--- config.mk ---
export PLATFORM = sky130hd
export DESIGN_NAME = stuffed_frame_builder
export DESIGN_NICKNAME = d
export VERILOG_FILES = /design/src/rtl/core/sfb_pkg.sv /design/src/rtl/core/sfb_front.sv /design/src/rtl/core/sfb_queue.sv /design/src/rtl/core/sfb_back.sv /design/src/rtl/core/stuffed_frame_builder.sv
export SDC_FILE = /design/constraint.sdc
export NUM_CORES = 1
export LEC_CHECK = 0
export BUFFER_PORTS_ARGS = -buffer_cell sky130_fd_sc_hd__buf_2
export CAP_MARGIN = 20
export CORE_ASPECT_RATIO = 1.1
export CORE_MARGIN = 2
export CORE_UTILIZATION = 63
export CTS_BUF_LIST = sky130_fd_sc_hd__clkbuf_4
export DETAILED_ROUTE_END_ITERATION = 8
export PLACE_DENSITY = 0.81
export SLEW_MARGIN = 30
export SYNTH_ARGS = -nofsm -noshare
export SYNTH_HDL_FRONTEND = slang
export SYNTH_SLANG_ARGS = --single-unit
--- constraint.sdc ---
create_clock -name clk -period 3.6 [get_ports clk]
set_input_delay 0.36 -clock clk [delete_from_list [all_inputs] [get_ports clk]]
set_output_delay 0.36 -clock clk [all_outputs]
set_load 0.01 [all_outputs]
--- src/rtl/core/sfb_pkg.sv ---
// Shared types and constants for the stuffed frame builder.
package sfb_pkg;

    localparam int BYTE_W    = 8;
    localparam int CFG_IDX_W = 8;

    // Configuration register indexes
    localparam logic [CFG_IDX_W-1:0] REG_FLAG_BYTE     = 8'd0;
    localparam logic [CFG_IDX_W-1:0] REG_ESCAPE_BYTE   = 8'd1;
    localparam logic [CFG_IDX_W-1:0] REG_ESCAPED_ESC   = 8'd2;
    localparam logic [CFG_IDX_W-1:0] REG_ESCAPED_FLAG  = 8'd3;
    localparam logic [CFG_IDX_W-1:0] REG_ADDRESS_BYTE  = 8'd4;
    localparam logic [CFG_IDX_W-1:0] REG_CONTROL_EVEN  = 8'd5;
    localparam logic [CFG_IDX_W-1:0] REG_CONTROL_ODD   = 8'd6;
    localparam logic [CFG_IDX_W-1:0] REG_SEQUENCE_BIT  = 8'd7;

    // Reset values
    localparam logic [BYTE_W-1:0] RST_FLAG_BYTE    = 8'd126;
    localparam logic [BYTE_W-1:0] RST_ESCAPE_BYTE  = 8'd125;
    localparam logic [BYTE_W-1:0] RST_ESCAPED_ESC  = 8'd93;
    localparam logic [BYTE_W-1:0] RST_ESCAPED_FLAG = 8'd94;
    localparam logic [BYTE_W-1:0] RST_ADDRESS_BYTE = 8'd3;
    localparam logic [BYTE_W-1:0] RST_CONTROL_EVEN = 8'd0;
    localparam logic [BYTE_W-1:0] RST_CONTROL_ODD  = 8'd64;
    localparam logic              RST_SEQUENCE_BIT = 1'b0;

    // Check byte seed at frame start
    localparam logic [BYTE_W-1:0] CHECK_SEED = 8'hff;

    typedef struct packed {
        logic [BYTE_W-1:0] payload_byte;
        logic              first_byte;
        logic              last_byte;
    } in_t;

    typedef struct packed {
        logic [BYTE_W-1:0] line_byte;
        logic              run_end;
        logic              frame_end;
    } out_t;

    typedef struct packed {
        logic [BYTE_W-1:0] flag_byte;
        logic [BYTE_W-1:0] escape_byte;
        logic [BYTE_W-1:0] escaped_escape;
        logic [BYTE_W-1:0] escaped_flag;
        logic [BYTE_W-1:0] address_byte;
        logic [BYTE_W-1:0] control_even;
        logic [BYTE_W-1:0] control_odd;
        logic              sequence_bit;
    } cfg_t;

    // Classified work item handed from front to back
    typedef struct packed {
        logic [BYTE_W-1:0] data;
        logic [BYTE_W-1:0] bcc;
        logic              header;
        logic              last;
    } cmd_t;

endpackage

--- src/rtl/core/sfb_front.sv ---
// Front end: accepts payload bytes, tracks frame state and the running check byte.
module sfb_front
(
    input  logic            clk,
    input  logic            rst_n,
    input  logic            in_valid,
    output logic            in_ready,
    input  sfb_pkg::in_t    in_data,
    input  logic            q_full,
    output logic            push,
    output sfb_pkg::cmd_t   push_cmd
);

    logic [sfb_pkg::BYTE_W-1:0] acc_reg;
    logic [sfb_pkg::BYTE_W-1:0] acc_next;
    logic                       open_reg;
    logic                       open_next;
    logic                       header;
    logic [sfb_pkg::BYTE_W-1:0] acc_base;

    assign in_ready = !q_full;
    assign push     = in_valid && !q_full;

    always_comb
    begin
        header    = in_data.first_byte || !open_reg;
        acc_base  = header ? sfb_pkg::CHECK_SEED : acc_reg;
        acc_next  = acc_base ^ in_data.payload_byte;
        open_next = !in_data.last_byte;

        push_cmd.data   = in_data.payload_byte;
        push_cmd.bcc    = acc_next;
        push_cmd.header = header;
        push_cmd.last   = in_data.last_byte;
    end

    always_ff @(posedge clk or negedge rst_n)
    begin
        if (!rst_n)
        begin
            acc_reg  <= sfb_pkg::CHECK_SEED;
            open_reg <= 1'b0;
        end
        else if (push)
        begin
            acc_reg  <= acc_next;
            open_reg <= open_next;
        end
    end

endmodule

--- src/rtl/core/sfb_queue.sv ---
// Short queue of classified items between front and back.
module sfb_queue
#(
    parameter int DEPTH = 2
)
(
    input  logic            clk,
    input  logic            rst_n,
    input  logic            push,
    input  sfb_pkg::cmd_t   push_cmd,
    output logic            full,
    input  logic            pop,
    output logic            empty,
    output sfb_pkg::cmd_t   head
);

    localparam int PTR_W = (DEPTH > 1) ? $clog2(DEPTH) : 1;
    localparam int CNT_W = $clog2(DEPTH + 1);
    localparam logic [PTR_W-1:0] LAST_PTR = PTR_W'(DEPTH - 1);
    localparam logic [CNT_W-1:0] FULL_CNT = CNT_W'(DEPTH);

    sfb_pkg::cmd_t    mem [DEPTH];
    logic [PTR_W-1:0] wr_ptr_reg;
    logic [PTR_W-1:0] rd_ptr_reg;
    logic [CNT_W-1:0] cnt_reg;

    assign full  = (cnt_reg == FULL_CNT);
    assign empty = (cnt_reg == '0);
    assign head  = mem[rd_ptr_reg];

    always_ff @(posedge clk)
    begin
        if (push)
        begin
            mem[wr_ptr_reg] <= push_cmd;
        end
    end

    always_ff @(posedge clk or negedge rst_n)
    begin
        if (!rst_n)
        begin
            wr_ptr_reg <= '0;
            rd_ptr_reg <= '0;
            cnt_reg    <= '0;
        end
        else
        begin
            if (push)
            begin
                wr_ptr_reg <= (wr_ptr_reg == LAST_PTR) ? '0 : wr_ptr_reg + 1'b1;
            end
            if (pop)
            begin
                rd_ptr_reg <= (rd_ptr_reg == LAST_PTR) ? '0 : rd_ptr_reg + 1'b1;
            end
            if (push && !pop)
            begin
                cnt_reg <= cnt_reg + 1'b1;
            end
            else if (pop && !push)
            begin
                cnt_reg <= cnt_reg - 1'b1;
            end
        end
    end

endmodule

--- src/rtl/core/sfb_back.sv ---
// Back end: walks each frame through header, stuffed data and trailer, one line byte a cycle when not empty or stalled.
module sfb_back
(
    input  logic            clk,
    input  logic            rst_n,
    input  sfb_pkg::cfg_t   cfg,
    input  logic            q_empty,
    input  sfb_pkg::cmd_t   head,
    output logic            pop,
    output logic            out_valid,
    input  logic            out_ready,
    output sfb_pkg::out_t   out_data
);

    localparam logic [3:0] ST_START      = 4'd0;
    localparam logic [3:0] ST_FLAG_OPEN  = 4'd1;
    localparam logic [3:0] ST_ADDR       = 4'd2;
    localparam logic [3:0] ST_CTRL       = 4'd3;
    localparam logic [3:0] ST_BCC1       = 4'd4;
    localparam logic [3:0] ST_DATA       = 4'd5;
    localparam logic [3:0] ST_DATA_ESC   = 4'd6;
    localparam logic [3:0] ST_BCC2       = 4'd7;
    localparam logic [3:0] ST_BCC2_ESC   = 4'd8;
    localparam logic [3:0] ST_FLAG_CLOSE = 4'd9;

    logic [3:0]                 step_reg;
    logic [3:0]                 step_next;
    logic [3:0]                 cur;
    logic                       advance;
    logic                       done;
    logic                       fend;
    logic [sfb_pkg::BYTE_W-1:0] byte_val;
    logic [sfb_pkg::BYTE_W-1:0] ctrl;
    logic                       data_esc;
    logic                       data_stuff;
    logic                       bcc_esc;
    logic                       bcc_stuff;
    logic                       out_valid_reg;
    sfb_pkg::out_t              out_reg;

    assign out_valid = out_valid_reg;
    assign out_data  = out_reg;
    assign advance   = !q_empty && (!out_valid_reg || out_ready);
    assign pop       = advance && done;

    always_comb
    begin
        cur = (step_reg == ST_START) ? (head.header ? ST_FLAG_OPEN : ST_DATA) : step_reg;
        ctrl = cfg.sequence_bit ? cfg.control_odd : cfg.control_even;
        // escape match is tested first and wins over flag match
        data_esc   = (head.data == cfg.escape_byte);
        data_stuff = data_esc || (head.data == cfg.flag_byte);
        bcc_esc    = (head.bcc == cfg.escape_byte);
        bcc_stuff  = bcc_esc || (head.bcc == cfg.flag_byte);

        byte_val  = head.data;
        step_next = ST_START;
        done      = 1'b0;
        fend      = 1'b0;
        case (cur)
            ST_FLAG_OPEN:
            begin
                byte_val  = cfg.flag_byte;
                step_next = ST_ADDR;
            end
            ST_ADDR:
            begin
                byte_val  = cfg.address_byte;
                step_next = ST_CTRL;
            end
            ST_CTRL:
            begin
                byte_val  = ctrl;
                step_next = ST_BCC1;
            end
            ST_BCC1:
            begin
                byte_val  = cfg.address_byte ^ ctrl;
                step_next = ST_DATA;
            end
            ST_DATA:
            begin
                if (data_stuff)
                begin
                    byte_val  = cfg.escape_byte;
                    step_next = ST_DATA_ESC;
                end
                else
                begin
                    byte_val  = head.data;
                    step_next = ST_BCC2;
                    done      = !head.last;
                end
            end
            ST_DATA_ESC:
            begin
                byte_val  = data_esc ? cfg.escaped_escape : cfg.escaped_flag;
                step_next = ST_BCC2;
                done      = !head.last;
            end
            ST_BCC2:
            begin
                if (bcc_stuff)
                begin
                    byte_val  = cfg.escape_byte;
                    step_next = ST_BCC2_ESC;
                end
                else
                begin
                    byte_val  = head.bcc;
                    step_next = ST_FLAG_CLOSE;
                end
            end
            ST_BCC2_ESC:
            begin
                byte_val  = bcc_esc ? cfg.escaped_escape : cfg.escaped_flag;
                step_next = ST_FLAG_CLOSE;
            end
            ST_FLAG_CLOSE:
            begin
                byte_val = cfg.flag_byte;
                done     = 1'b1;
                fend     = 1'b1;
            end
            default:
            begin
                byte_val  = head.data;
                step_next = ST_START;
                done      = 1'b1;
            end
        endcase
    end

    always_ff @(posedge clk or negedge rst_n)
    begin
        if (!rst_n)
        begin
            step_reg      <= ST_START;
            out_valid_reg <= 1'b0;
        end
        else
        begin
            if (advance)
            begin
                step_reg      <= done ? ST_START : step_next;
                out_valid_reg <= 1'b1;
            end
            else if (out_ready)
            begin
                out_valid_reg <= 1'b0;
            end
        end
    end

    always_ff @(posedge clk)
    begin
        if (advance)
        begin
            out_reg.line_byte <= byte_val;
            out_reg.run_end   <= done;
            out_reg.frame_end <= fend;
        end
    end

endmodule

--- src/rtl/core/stuffed_frame_builder.sv ---
// Top level of the stuffed frame builder: config registers, front, queue and back.
//
// Input channel (in_valid/in_ready/in_data) takes one payload byte per transaction
// with first/last marks. Output channel (out_valid/out_ready/out_data) gives one
// stuffed line byte per transaction; run_end marks the last byte an input caused,
// frame_end marks the closing flag. The config channel (cfg_valid/cfg_ready,
// cfg_index, cfg_data) writes the marker, address, control and sequence registers;
// it is always ready and should only be used while the block is idle.
// An input byte accepted into an empty block is first written into the queue; its first
// line byte is then registered in the output register. The back end emits one line byte
// per cycle while it has an item and the output is not stalled; an item causes 1 or 2
// line bytes mid-frame, up to 9 with header and trailer. The front keeps accepting while
// the queue of QDEPTH items has room. A stalled receiver holds the output register; the
// back end and then the queue fill, and in_ready drops once the queue is full.
// Reset restores the register defaults, closes any open frame, empties the queue
// and clears the output valid.
module stuffed_frame_builder
#(
    parameter int QDEPTH = 2
)
(
    input  logic                              clk,
    input  logic                              rst_n,
    input  logic                              in_valid,
    output logic                              in_ready,
    input  sfb_pkg::in_t                      in_data,
    output logic                              out_valid,
    input  logic                              out_ready,
    output sfb_pkg::out_t                     out_data,
    input  logic                              cfg_valid,
    output logic                              cfg_ready,
    input  logic [sfb_pkg::CFG_IDX_W-1:0]     cfg_index,
    input  logic [sfb_pkg::BYTE_W-1:0]        cfg_data
);

    sfb_pkg::cfg_t cfg_reg;
    sfb_pkg::cmd_t push_cmd;
    sfb_pkg::cmd_t head;
    logic          push;
    logic          pop;
    logic          q_full;
    logic          q_empty;

    assign cfg_ready = 1'b1;

    always_ff @(posedge clk or negedge rst_n)
    begin
        if (!rst_n)
        begin
            cfg_reg.flag_byte      <= sfb_pkg::RST_FLAG_BYTE;
            cfg_reg.escape_byte    <= sfb_pkg::RST_ESCAPE_BYTE;
            cfg_reg.escaped_escape <= sfb_pkg::RST_ESCAPED_ESC;
            cfg_reg.escaped_flag   <= sfb_pkg::RST_ESCAPED_FLAG;
            cfg_reg.address_byte   <= sfb_pkg::RST_ADDRESS_BYTE;
            cfg_reg.control_even   <= sfb_pkg::RST_CONTROL_EVEN;
            cfg_reg.control_odd    <= sfb_pkg::RST_CONTROL_ODD;
            cfg_reg.sequence_bit   <= sfb_pkg::RST_SEQUENCE_BIT;
        end
        else if (cfg_valid)
        begin
            case (cfg_index)
                sfb_pkg::REG_FLAG_BYTE:    cfg_reg.flag_byte      <= cfg_data;
                sfb_pkg::REG_ESCAPE_BYTE:  cfg_reg.escape_byte    <= cfg_data;
                sfb_pkg::REG_ESCAPED_ESC:  cfg_reg.escaped_escape <= cfg_data;
                sfb_pkg::REG_ESCAPED_FLAG: cfg_reg.escaped_flag   <= cfg_data;
                sfb_pkg::REG_ADDRESS_BYTE: cfg_reg.address_byte   <= cfg_data;
                sfb_pkg::REG_CONTROL_EVEN: cfg_reg.control_even   <= cfg_data;
                sfb_pkg::REG_CONTROL_ODD:  cfg_reg.control_odd    <= cfg_data;
                sfb_pkg::REG_SEQUENCE_BIT: cfg_reg.sequence_bit   <= cfg_data[0];
                default:
                begin
                end
            endcase
        end
    end

    sfb_front u_front
    (
        .clk      (clk),
        .rst_n    (rst_n),
        .in_valid (in_valid),
        .in_ready (in_ready),
        .in_data  (in_data),
        .q_full   (q_full),
        .push     (push),
        .push_cmd (push_cmd)
    );

    sfb_queue #(.DEPTH(QDEPTH)) u_queue
    (
        .clk      (clk),
        .rst_n    (rst_n),
        .push     (push),
        .push_cmd (push_cmd),
        .full     (q_full),
        .pop      (pop),
        .empty    (q_empty),
        .head     (head)
    );

    sfb_back u_back
    (
        .clk       (clk),
        .rst_n     (rst_n),
        .cfg       (cfg_reg),
        .q_empty   (q_empty),
        .head      (head),
        .pop       (pop),
        .out_valid (out_valid),
        .out_ready (out_ready),
        .out_data  (out_data)
    );

endmodule

---- After elaboration in Yosys (flattened, before gate mapping) ----
Memory sizes are Yosys's and may differ from the RTL's.
Cells that the tools add are included.
cells by class
  add/subtract/negate cells ............... 4
  equal/unequal tests ..................... 21
  mux-type cells .......................... 24
  bitwise operators ....................... 2
  reductions and logical operators ........ 32
operator list
  operator              count
  $pmux W8 S8           1
  $mux W8               6
  $eq A8 B3 Y1 const B  4
  $eq A8 B8 Y1          4
  $pmux W4 S8           1
  $eq A4 B3 Y1 const B  4
  $eq A8 B2 Y1 const B  2
  $reduce_and A2 Y1     8
  $xor A8 B8 Y8         2
  $mux W1               10
  $eq A4 B2 Y1 const B  2
  $eq A4 B4 Y1 const B  2
  $eq A8 B1 Y1 const B  1
  $logic_not A1 Y1      8
  $logic_not A8 Y1      1
  $mux W4               2
  $reduce_or A6 Y1      1
  $logic_and A1 B1 Y1   5
  $eq A4 B1 Y1 const B  1
  $logic_not A4 Y1      1
  $logic_or A1 B1 Y1    4
  $mux W2               2
  $reduce_bool A2 Y1    2
  $mux W3               1
  7 further kinds       8
word-level totals
  register bits ........................... 85
  RAM bits ................................ 36
  input port bits ......................... 31
  output and inout bits ................... 13
  logic and storage cells ................. 102
  memories ................................ 1
memories
  name         words  width  read ports  clocked after memory_dff  wr ports  line             text
  u_queue.mem  2      18     1           0                         1         sfb_queue.sv:22  sfb_pkg::cmd_t mem [DEPTH];

---- Logic depth before layout (Yosys ltp) ----
Gate-level depths: netlist (run 1).
An unclocked memory read counts as a cell.
  word-level depth ........................ 10
  gate-level depth with buffers ........... 13
  gate-level depth less buffers ........... 11

---- Hierarchy ----
Synthesis (run 1) repeated with hierarchy kept, for this count alone.
second synthesis, totals
  cell total of the unflattened synthesis .. 494
  area total of the unflattened synthesis .. 6461.2 µm²
by module, submodules not included
  module                 times used  cells an instance  area each (µm²)  seq. area each (µm²)
  stuffed_frame_builder  1           132                2260.9           1457.6
  sfb_back               1           220                2004.4           425.4
  sfb_queue              1           72                 1535.2           1181.1
  sfb_front              1           70                 660.6            235.2

---- Worst setup path after synthesis (run 1) ----
Ideal clock, no wire load.
  kind .................................... reg2reg
  start ................................... reg u_queue.rd_ptr_reg
  end ..................................... reg u_back.out_reg, in the netlist u_back.out_data[4], data pin
  setup time .............................. 0.261 ns
  data arrival time ....................... 2.330 ns
  required time ........................... 3.339 ns
  setup slack ............................. 1.009 ns
  stages on the path, launching flop included .. 10
  path buffers ............................ 2
  period minus slack after synthesis ...... 2.591 ns
  cell sequence ........................... dfrtp_1 buf_6 buf_6 mux2i_2 xnor2_1 nor4_1 nand2_1 mux2_1 a221o_1 o32a_1
between the ends
  word-level cells in the longest chain between the ends .. 6
  elaborated cells between the ends (all ways) .. 24
  those cells by class .................... eq/ne: 13; mux: 7; reduce/logical: 3; memory: 1
RTL lines
  element                                       line             text
  start: declaration                            sfb_queue.sv:24  logic [PTR_W-1:0] rd_ptr_reg;
  start signal: assignment                      sfb_queue.sv:55  rd_ptr_reg <= (rd_ptr_reg == LAST_PTR) ? '0 : rd_ptr_reg + 1'b1;
  $mem_v2 Z2 W18 *                              n/a
  $mux W3                                       sfb_back.sv:48   cur = (step_reg == ST_START) ? (head.header ? ST_FLAG_OPEN : ST_DATA) : step_reg;
  $mux W4                                       sfb_back.sv:48
  $eq A4 B1 Y1 or $eq A4 B4 Y1 (tied branches)  sfb_back.sv:60   case (cur)
  $reduce_or A2 Y1 (no line)                    n/a
  $pmux W8 S8 *                                 sfb_back.sv:60
  via u_back.byte_val (one bit)                 sfb_back.sv:32   logic [sfb_pkg::BYTE_W-1:0] byte_val;
  end: declaration                              sfb_back.sv:39   sfb_pkg::out_t out_reg;
The timed path passes the listed nets; every way through them passes the cells marked *.
A chain may end at the register's enable or synchronous reset.

---- Final worst setup path (run 1) ----
  start ................................... reg u_queue.rd_ptr_reg
  end ..................................... reg u_back.out_reg, in the netlist u_back.out_data[9], data pin
The elaborated chain is that of the path after synthesis.

==> results.yml, run 1 <==
global_routing:
  track_usage_pct: 28.63
  first_global_vias: 4307
  grt_pass1_wl_microns: 23180
  grt_max_degree: 41
  grt.overflow.total: 0
  antenna_found_initial: 0
synth:
  yosys-top-cells-count: "mux2_2 (75), edfxtp_1 (46), nand2_1 (44)"
  yosys_warnings: 0
  synth_edf_count: 46
  synth_cells: 513
  synth_top_cell_area_share_pct: 22.18
  synth.most_common_cell: "mux2_2"
  syn_area_sq_um: 6227
  synth_area_leaders: "edfxtp_1 (22%), dfrtp_1 (17%), dfstp_2 (14%)"
  ys_ff_latch: 121
  async_flop_share_pct: 61.98
  synthDistinctLibCells: 45
  yosysTopAreaCell: "edfxtp_1"
  ys.flop_type: "edfxtp_1"
  syn-num-nets: 545
  ys_seq_area_share_pct: 52.98
  avgSynthCellArea_sq_um: 12.14
detailed_routing:
  routedWlPerCell_microns: 20.55
  vias_per_cell: 6.300
  ant_nets: 0
  drcViolationCount: 0
  vias: 4372
  wl_microns: 14260
  dr.pass1.iters: 5
  first_iter_violations: 310
worst_setup_path:
  path_cells: "buf_4, mux2i_1, xnor2_1, nor4_1, nand2_1, a22o_1, a221o_1, o32a_1"
  critPathLaunchType: "flop"
  slowest_delay_ns: 0.52
  required_ns: 3.91
  slowest_stage: "mux2i_1"
  critPathMaxFanout: 27
  r2r_slack_ns: 0.41
  end_kind: "flop"
  regToRegEndpoint: "u_back.out_data[9]$_DFFE_PP_"
  worstPathArrival_ns: 3.51
  r2r_start: "u_queue.rd_ptr_reg$_DFFE_PN0P_"
  r2r_cells: 8
  critical_path_class: "flop to flop"
clocking:
  cts_hold_buf: 1
  cts_setup_buffers: 0
  cts_made_buffers: 17
  htreeDepth: 4
  clockRootBuffer: "clkbuf_4"
  clk_latency_ns: 0.55
  clk_pin_slew_ns: 0.13
  tritoncts: "yes"
  cts_resized: 0
  cts.sink_count: 121
  cts.path.max_buffers: 2
placement:
  io_buffers: 42
  post-place-cells: 659
  gp_congestion: 1.062
  dp_hpwl_microns: 10360
die:
  die_area_sq_um: 10700
  io_pins: 44
  start_util_pct: 63.89
  die_w_microns: 98.80
  fp-row-count: 38
  coreArea_sq_um: 9747
  fp.dieH_microns: 108.3
sta:
  slew_violations: 0
  rsz0062_at_grt: "no"
  max_freq_mhz: 313.3
  setup_tns_ns: 0
  layout_min_cycle_time_ns: 3.192
  finalClockSkew_ns: 0.02156
  hold_viol: 0
  max-slew-margin-rel_pct: 44.93
  worst_pin_slew_ns: 0.8231
  setup_violations: 0
  fin_crit_sh_pct: 88.67
min_path:
  hold_path_startpoint: "in_data[5]"
  hold_class: "primary input to flop"
  worstHoldEndpoint: "u_queue.mem[0][13]$_DFFE_PP_"
  hold_depth: 1
power_and_ir_drop:
  internal-power_mw: 3.066
  vdd_ir_drop_max_v: 0.0004215
  p_sw_mw: 1.824
  combPwrFrac_pct: 38.3
  p_per_area_nw_per_um2: 713.2
  swShare_pct: 37.30
  p_seq_share_pct: 41.8
  p_clk_share_pct: 19.9
  leakage_nw: 2.764
layout:
  nets: 593
  num-fill-cells: 671
  regArea_sq_um: 3299
  antenna_cells: 0
  drive_gt1_share_pct: 34.32
  largest_register_ffs: 57
  multi_input_area_sq_um: 2780
  area_growth_pct: 10.11
  fin_cells: 694
outcome:
  status: "finished, final reports clean"
job:
  max_cap_violations: 0
## worst max path at each step
stage          slack (ns)  depth (start not counted)                           end                      startpoint
6_report             0.41                          8  u_back.out_data[9]$_DFFE_PP_  u_queue.rd_ptr_reg$_DFFE_PN0P_
3_3_place_gp         0.52                          8  u_back.out_data[3]$_DFFE_PP_  u_queue.rd_ptr_reg$_DFFE_PN0P_
3_5_place_dp         0.46                          8  u_back.out_data[9]$_DFFE_PP_  u_queue.rd_ptr_reg$_DFFE_PN0P_
5_1_grt              0.27                          8  u_back.out_data[6]$_DFFE_PP_  u_queue.rd_ptr_reg$_DFFE_PN0P_
2_1_floorplan        1.01                          9  u_back.out_data[4]$_DFFE_PP_  u_queue.rd_ptr_reg$_DFFE_PN0P_
4_1_cts              0.45                          8  u_back.out_data[9]$_DFFE_PP_  u_queue.rd_ptr_reg$_DFFE_PN0P_
## worst max-delay path, delay by kind of cell (launching register included)
family | cells | cell delay [ns]
AO/OA/AOI/OAI | 3 | 1.04
XOR/XNOR | 1 | 0.12
buffers and inverters | 1 | 0.37
flip-flops | 1 | 0.34
multiplexers | 1 | 0.52
AND/OR/NAND/NOR | 2 | 0.56
## cells by family after synthesis
| group | synth area share (%) |
|---|---|
| buf+inv | 2.371 |
| xor+xnor | 7.595 |
| compound gates | 8.640 |
| fa+ha+maj | 0.2009 |
| simple gates | 8.861 |
| mux | 19.29 |
| other cells | 0.06022 |
| flops | 52.98 |
## cell type report
cell class	instances	share of cell area, %
clock inverters	14	2.190
well taps	120	2.190
repair buffers	54	4.489
clock buffers	18	1.971
inverters	9	0.4927
multi-input cells	358	40.55
flip-flops and latches	121	48.12
## placed cells by master, fill, tap and decap left out, drive strengths merged, types with 11 or more instances in the layout
cell type,netlist,routed
inv,9,12
nand2,44,44
clkbuf,20,18
nor4,17,17
edfxtp,46,46
nor2,27,27
mux2i,33,33
dfrtp,42,42
xor2,11,11
dfstp,33,33
a21oi,13,13
o21ai,21,21
mux2,76,76
xnor2,43,43
buf,5,51
## through the flow
stage          power (mW)  hold slack, ns  util, %  instance area [sq um]  worst slack, ns
5_1_grt             5.148        0.004506    70.35                   6857           0.2688
6_report            4.890         0.03464    70.35                   6857           0.4080
4_1_cts             4.876         0.01102    70.14                   6837           0.4539
3_3_place_gp        3.838          0.4673    67.11                   6541           0.5166
2_1_floorplan       3.421         0.06441        -                   6227            1.009
3_5_place_dp        3.900          0.4799    67.11                   6541           0.4644
## power groups by stage
stage / logic (mW) / clock network [mW] / registers (mW)
after floorplan: 1.42 / 0 / 2.01
after global placement: 1.79 / 0 / 2.05
after detailed placement: 1.84 / 0 / 2.06
after CTS: 1.86 / 0.980 / 2.04
after global routing: 2.03 / 1.04 / 2.08
final: 1.87 / 0.975 / 2.04
## layer usage
metal | routed length, microns | vias to the layer above | share of wire (%) | track usage [%]
met2 | 6693 | 214 | 47 | 44.74
li1 | - | 1992 | - | -
met1 | 5823 | 2111 | 41 | 37.36
met4 | 737 | 0 | 5.2 | 14.09
met5 | 0 | - | 0 | 0
met3 | 1010 | 55 | 7.1 | 7.434
Note: power is estimated with default switching activity, not from simulation.
==> inputs of run 2 (changes only) <==
--- a/config.mk
+++ b/config.mk
@@ -5,6 +5,7 @@
 export SDC_FILE = /design/constraint.sdc
 export NUM_CORES = 1
 export LEC_CHECK = 0
+export ABC_AREA = 1
 export BUFFER_PORTS_ARGS = -buffer_cell sky130_fd_sc_hd__buf_2
 export CAP_MARGIN = 20
 export CORE_ASPECT_RATIO = 1.1
@@ -12,8 +13,7 @@
 export CORE_UTILIZATION = 63
 export CTS_BUF_LIST = sky130_fd_sc_hd__clkbuf_4
 export DETAILED_ROUTE_END_ITERATION = 8
-export PLACE_DENSITY = 0.81
-export SLEW_MARGIN = 30
+export PLACE_DENSITY = 0.8
 export SYNTH_ARGS = -nofsm -noshare
 export SYNTH_HDL_FRONTEND = slang
 export SYNTH_SLANG_ARGS = --single-unit
==> run 2 against run 1 <==
  * Clock-buffer cell count fell by 1
  * Combinational power is essentially flat
  * Fmax up 10%
  * Wire length up 25%
  * Clock skew is 0.0057 ns lower
  * Core utilization is 0.61 points higher
  * Sequential share of layout area decreased by 3.2 points
  * Critical path type unchanged
  * Largest cell class unchanged
==> results.yml, run 2 <==
outcome:
  status: "finished, final reports clean"
sta:
  setup_violations: 0
  worst_pin_slew_ns: 0.9221
  setup_slack_ns: 0.7066
  rsz0062_at_grt: "no"
  finalClockSkew_ns: 0.01582
  layout_min_cycle_time_ns: 2.893
  setup_tns_ns: 0
  slew_violations: 0
  max-slew-margin-rel_pct: 38.53
  hold_viol: 0
  fin_crit_sh_pct: 80.37
  max_freq_mhz: 345.6
synth:
  synth.most_common_cell: "nand2_1"
  async_flop_share_pct: 61.98
  ys_seq_area_share_pct: 49.61
  ys.flop_type: "edfxtp_1"
  avgSynthCellArea_sq_um: 7.769
  synthDistinctLibCells: 37
  synth_cells: 856
  yosys-top-cells-count: "nand2_1 (293), inv_1 (99), nand3_1 (82)"
  synth_top_cell_area_share_pct: 20.77
  yosys_warnings: 0
  ys_ff_latch: 121
  yosysTopAreaCell: "edfxtp_1"
  synth_area_leaders: "edfxtp_1 (21%), nand2_1 (17%), dfrtp_1 (16%)"
  syn_area_sq_um: 6650
  synth_edf_count: 46
  syn-num-nets: 888
layout:
  final_common_cell: "nand2_1"
  most-common-layout-cells: "nand2_1 (293), inv_1 (99), nand3_1 (82)"
  antenna_cells: 0
  num-fill-cells: 867
  nets: 944
  area_growth_pct: 10.39
  drive_gt1_share_pct: 15.03
  final_area_sq_um: 7341
  largest_register_ffs: 57
global_routing:
  grt.overflow.total: 0
  first_global_vias: 5768
  track_usage_pct: 33.65
  antenna_found_initial: 0
  met2_usage_pct: 53.07
  met1_usage_pct: 45.32
  grt_max_degree: 76
  use_met3_pct: 8.412
  grt_pass1_wl_microns: 28930
  grt.busiest_layer: "met2"
placement:
  io_buffers: 42
  gp_congestion: 1.002
  pre_cts_ws_ns: 0.7263
  dp_hpwl_microns: 13250
  placed_area_sq_um: 6938
worst_setup_path:
  cp_top_family: "simple AND/OR/NAND/NOR gates"
  critPathLaunchType: "flop"
  end_kind: "flop"
  cpMostUsedCell: "nand2_1"
  path_buf_inv: 1
  required_ns: 4.06
  critPathMaxFanout: 23
  worstPathArrival_ns: 3.35
  r2r_start: "u_queue.rd_ptr_reg$_DFFE_PN0P_"
  setup.worst_path.start: "u_queue.rd_ptr_reg$_DFFE_PN0P_"
  critical_path_class: "flop to flop"
  path_cells: "inv_4, nand2_1, nand2_1, nand2_1, nand2_1, nand2_1, nor2_1, nand2_2, nand4_1, nand3_2, nand2_1, ha_1, a21oi_1, o21ai_0, xnor2_1"
  slowest_delay_ns: 0.60
  slowest_stage: "dfrtp_1"
clocking:
  clk_latency_ns: 0.57
  cts_made_buffers: 17
  htreeDepth: 4
  cts.path.max_buffers: 2
  cts.sink_count: 121
  tritoncts: "yes"
  clockRootBuffer: "clkbuf_4"
  clk_pin_slew_ns: 0.11
power_and_ir_drop:
  vdd_ir_drop_max_v: 0.0004596
  p_per_area_nw_per_um2: 670.0
  leakage_nw: 3.383
detailed_routing:
  wl_microns: 17880
  dr.pass1.iters: 5
  drcViolationCount: 0
  routedWlPerCell_microns: 16.74
  vias_per_cell: 5.663
  first_iter_violations: 481
  vias: 6048
  ant_nets: 0
die:
  io_pins: 44
  fp.dieH_microns: 111.8
  coreArea_sq_um: 10340
  fp-row-count: 39
  die_area_sq_um: 11390
  start_util_pct: 64.28
  die_w_microns: 102.0
min_path:
  hold_path_startpoint: "in_data[5]"
  hold_class: "primary input to flop"
job:
  max_cap_violations: 0
## run 2: cell types whose count changed after synthesis, moves of 12 or more
cell	delta
mux2i_1	-27
nand2_1	+249
mux2_2	-75
nand2_2	+17
o21ai_0	+61
xnor2_1	-41
nor4_1	-16
nand3_1	+78
inv_1	+91
clkbuf_1	-12
## run 2: cell type report
type | instances | area [sq um] | area share, %
Timing Repair Buffer | 56 | 342.8 | 4.670
Clock buffer | 17 | 127.6 | 1.739
Inverter | 108 | 407.9 | 5.557
Multi-Input combinational cell | 608 | 2809 | 38.26
Sequential cell | 121 | 3299 | 44.95
Clock inverter | 15 | 175.2 | 2.386
Tap cell | 143 | 178.9 | 2.437
## run 2: per-stage QoR
stage	instances	util [%]	total power [mW]	hold WS, ns
6_report	1068	70.96	4.918	0.05120
5_1_grt	1068	70.96	5.251	0.009191
4_1_cts	1066	70.77	4.883	0.005304
3_5_place_dp	1026	67.07	3.855	0.4746
3_3_place_gp	1026	67.07	3.804	0.4645
2_1_floorplan	856	-	3.341	0.06441
## run 2: cell families (layout without fill, tap and decap cells)
group,after synthesis,after routing,share of synthesized area (%)
and+or+nand+nor,467,467,30.40
buffers and inverters,127,196,8.147
AOI/OAI and AO/OA,124,124,9.577
DFF,121,121,49.61
xor gates and xnor gates,13,13,1.712
muxes,2,2,0.3010
adders and majority gates,1,1,0.1881
other,1,1,0.05639
## run 2: power breakdown
part	internal [mW]	switching (mW)
Clock	0.480	0.552
Sequential	1.83	0.170
Combinational	0.582	1.31
Total	2.89	2.03
## run 2: worst register-to-register path, cell delays in order (launching register included)
cell     delay [ns]
dfrtp_1        0.60
inv_4          0.34
nand2_1        0.15
nand2_1        0.15
nand2_1        0.07
nand2_1        0.06
nand2_1        0.06
nor2_1         0.17
nand2_2        0.22
nand4_1        0.15
nand3_2        0.11
nand2_1        0.10
ha_1           0.28
a21oi_1        0.11
o21ai_0        0.11
xnor2_1        0.14
## run 2: routing by layer
layer | vias to the layer above | wire (microns)
li1 | 2885 | -
met4 | 0 | 541
met1 | 2843 | 7326
met5 | - | 0
met2 | 272 | 8542
met3 | 48 | 1472
## run 2: path summary, 6_finish.rpt
kind | to | slack [ns] | cells past startpoint
setup reg to reg | u_queue.cnt_reg[1]$_DFFE_PN0P_ | 0.71 | 15
min in group asynchronous | cfg_reg[40]$_DFFE_PN0P_ | 0.46 | 2
hold / removal | u_queue.mem[0][13]$_DFFE_PP_ | 0.05 | 1
hold reg to reg | cfg_reg[9]$_DFFE_PN0P_ | 0.50 | 2
setup / recovery | u_queue.cnt_reg[1]$_DFFE_PN0P_ | 0.71 | 15
max in group asynchronous | cfg_reg[48]$_DFFE_PN0P_ | 2.54 | 2
## run 2: what timing repair did
item | 4_1_cts | 5_1_grt
hold endpoints to repair | 55 | 3
resized for setup | 0 | 0
setup endpoints to repair | 0 | 0
setup buffers | 0 | 0
hold buffers | 8 | 2
==> inputs of run 3 (changes only) <==
--- a/config.mk
+++ b/config.mk
@@ -5,7 +5,7 @@
 export SDC_FILE = /design/constraint.sdc
 export NUM_CORES = 1
 export LEC_CHECK = 0
-export ABC_AREA = 1
+export ABC_AREA = 0
 export BUFFER_PORTS_ARGS = -buffer_cell sky130_fd_sc_hd__buf_2
 export CAP_MARGIN = 20
 export CORE_ASPECT_RATIO = 1.1
@@ -13,7 +13,7 @@
 export CORE_UTILIZATION = 63
 export CTS_BUF_LIST = sky130_fd_sc_hd__clkbuf_4
 export DETAILED_ROUTE_END_ITERATION = 8
-export PLACE_DENSITY = 0.8
+export PLACE_DENSITY = 0.81
 export SYNTH_ARGS = -nofsm -noshare
 export SYNTH_HDL_FRONTEND = slang
 export SYNTH_SLANG_ARGS = --single-unit
==> constraint.sdc (replaced) <==
create_clock -name clk -period 2.7 [get_ports clk]
set_input_delay 0.27 -clock clk [delete_from_list [all_inputs] [get_ports clk]]
set_output_delay 0.27 -clock clk [all_outputs]
set_load 0.01 [all_outputs]
==> run 3 against run 2 <==
  * The run now ends with setup timing left
  * Sequential cell count unchanged
  * First-iteration DRC count down 5.0%
  * Core utilization up 6.2 points
  * Clock power increased by 50%
  * Critical path depth shrank 7
  * Register-to-register slack worse by 0.89 ns
  * Die area fell by 6.1%
  * Clock-buffer cell count rose by 2
  * Non-clock buffer count up 37
  * Fmax grew 0.25%
  * Hold slack improved by 0.00087 ns
  * Critical path type unchanged
  * Critical endpoint is now u_back.out_data[7]$_DFFE_PP_
==> results.yml, run 3 (synthesis gave the netlist of run 1 again) <==
power_and_ir_drop:
  p_sw_mw: 2.721
  swShare_pct: 36.07
  vdd_ir_drop_max_v: 0.0005890
  leakage_nw: 3.020
  p_clk_share_pct: 20.5
  p_per_area_nw_per_um2: 1003
  internal-power_mw: 4.822
  combPwrFrac_pct: 42.7
  p_seq_share_pct: 36.8
placement:
  post-place-cells: 683
  dp_hpwl_microns: 10520
  pre_cts_ws_ns: -0.1447
  gp_congestion: 0.9503
  io_buffers: 42
die:
  coreArea_sq_um: 9747
  fp-row-count: 38
  start_util_pct: 63.89
  io_pins: 44
  die_area_sq_um: 10700
  die_w_microns: 98.80
  fp.dieH_microns: 108.3
layout:
  most-common-layout-cells: "mux2_2 (75), edfxtp_1 (46), buf_2 (42)"
  nets: 632
  largest_register_ffs: 57
  fin_cells: 733
  area_growth_pct: 20.76
  antenna_cells: 0
  final_common_cell: "mux2_2"
  drive_gt1_share_pct: 41.92
sta:
  setup_slack_ns: -0.1863
  slew_violations: 0
  layout_min_cycle_time_ns: 2.886
  max-slew-margin-rel_pct: 38.29
  finalClockSkew_ns: 0.01515
  hold_viol: 0
  max_freq_mhz: 346.5
  whs_ns: 0.05207
  rsz0062_at_grt: "yes"
  fin_crit_sh_pct: 106.9
  setup_violations: 10
  worst_pin_slew_ns: 0.9256
  setup_tns_ns: -1.436
clocking:
  cts_made_buffers: 17
  clk_latency_ns: 0.54
  clockRootBuffer: "clkbuf_4"
  clk_pin_slew_ns: 0.11
  cts.path.max_buffers: 2
  htreeDepth: 4
  cts.sink_count: 121
  tritoncts: "yes"
detailed_routing:
  drcViolationCount: 0
  dr.pass1.iters: 8
  ant_nets: 0
  vias: 4728
  first_iter_violations: 457
  vias_per_cell: 6.450
  wl_microns: 16270
  routedWlPerCell_microns: 22.19
worst_setup_path:
  setup.worst_path.start: "u_queue.rd_ptr_reg$_DFFE_PN0P_"
  r2r_slack_ns: -0.19
  critPathLaunchType: "flop"
  worstPathArrival_ns: 3.19
  critical_path_class: "flop to flop"
  r2r_cells: 8
  slowest_delay_ns: 0.44
  end_kind: "flop"
  r2r_start: "u_queue.rd_ptr_reg$_DFFE_PN0P_"
  regToRegEndpoint: "u_back.out_data[7]$_DFFE_PP_"
  path_cells: "buf_12, mux2i_2, xnor2_1, nor4_2, nand2_2, a22o_4, a221o_1, o32a_1"
  path_depth: 8
  slowest_stage: "dfrtp_2"
  critPathMaxFanout: 7
  endpoint: "u_back.out_data[7]$_DFFE_PP_"
  path_buf_inv: 1
  required_ns: 3.00
  cp_top_family: "compound AO/OA/AOI/OAI gates"
global_routing:
  antenna_found_initial: 0
  grt_pass1_wl_microns: 25010
  track_usage_pct: 31.06
  grt_max_degree: 76
  grt.overflow.total: 0
  first_global_vias: 4718
job:
  max_cap_violations: 0
outcome:
  status: "complete, but fails checks"
  violations: "setup timing"
min_path:
  hold_class: "primary input to flop"
run 3: worst reg2reg max path: stages (launching register included):
cell	delay (ns)
dfrtp_2	0.44
buf_12	0.18
mux2i_2	0.30
xnor2_1	0.13
nor4_2	0.43
nand2_2	0.20
a22o_4	0.33
a221o_1	0.36
o32a_1	0.29
run 3: final cells by class:
| class | instances | area, sq um |
|---|---|---|
| sequential | 121 | 3301 |
| multi-input combinational | 358 | 2992 |
| fill | 567 | 2227 |
| timing repair buffer | 93 | 698.2 |
| clock inverter | 13 | 202.7 |
| tap | 120 | 150.1 |
| clock buffer | 19 | 142.6 |
| inverter | 9 | 33.78 |
run 3: power groups by stage:
stage                     clock network (mW)  logic, mW  registers [mW]
after floorplan                            0       1.89            2.67
after global placement                     0       2.58            2.73
after detailed placement                   0       2.70            2.75
after CTS                               1.53       2.98            2.75
after global routing                    1.63       3.42            2.81
final                                   1.54       3.22            2.78
run 3: stage by stage:
step	area [sq um]	utilization, %	total power, mW
floorplan	6227	-	4.561
global placement	6746	69.22	5.305
detailed placement	6746	69.22	5.449
CTS	7383	75.75	7.259
global route	7520	77.15	7.854
finish	7520	77.15	7.543
run 3: worst min path at each step:
stage / start / to / slack (ns) / cells past startpoint
5_1_grt: cfg_data[1] / cfg_reg[26]$_DFFE_PN1P_ / 0.03 / 2
3_5_place_dp: u_back.out_valid$_DFFE_PN0P_ / u_back.out_valid$_DFFE_PN0P_ / 0.48 / 2
2_1_floorplan: rst_n / cfg_reg[0]$_DFFE_PN0P_ / -0.03 / 0
4_1_cts: cfg_data[1] / cfg_reg[50]$_DFFE_PN1P_ / 0.04 / 2
3_3_place_gp: u_front.open_reg$_DFFE_PN0P_ / u_front.open_reg$_DFFE_PN0P_ / 0.47 / 2
6_report: cfg_data[1] / cfg_reg[50]$_DFFE_PN1P_ / 0.05 / 2
run 3: per-layer routing:
layer	GRT usage [%]	routed length (microns)	vias to the layer above	share of wire [%]
met2	49.42	7748	276	48
met4	16.83	942	0	5.8
met1	39.50	6288	2303	39
met3	7.434	1288	81	7.9
li1	-	-	2068	-
met5	0	0	-	0
run 3: what timing repair did:
action                     in CTS  in global routing
cloned                          2                  0
hold buffers                   11                  0
setup endpoints to repair       9                 11
gates resized for setup        22                 19
buffers inserted                3                  2
pin swaps                       5                 14
hold endpoints to repair       62                  0
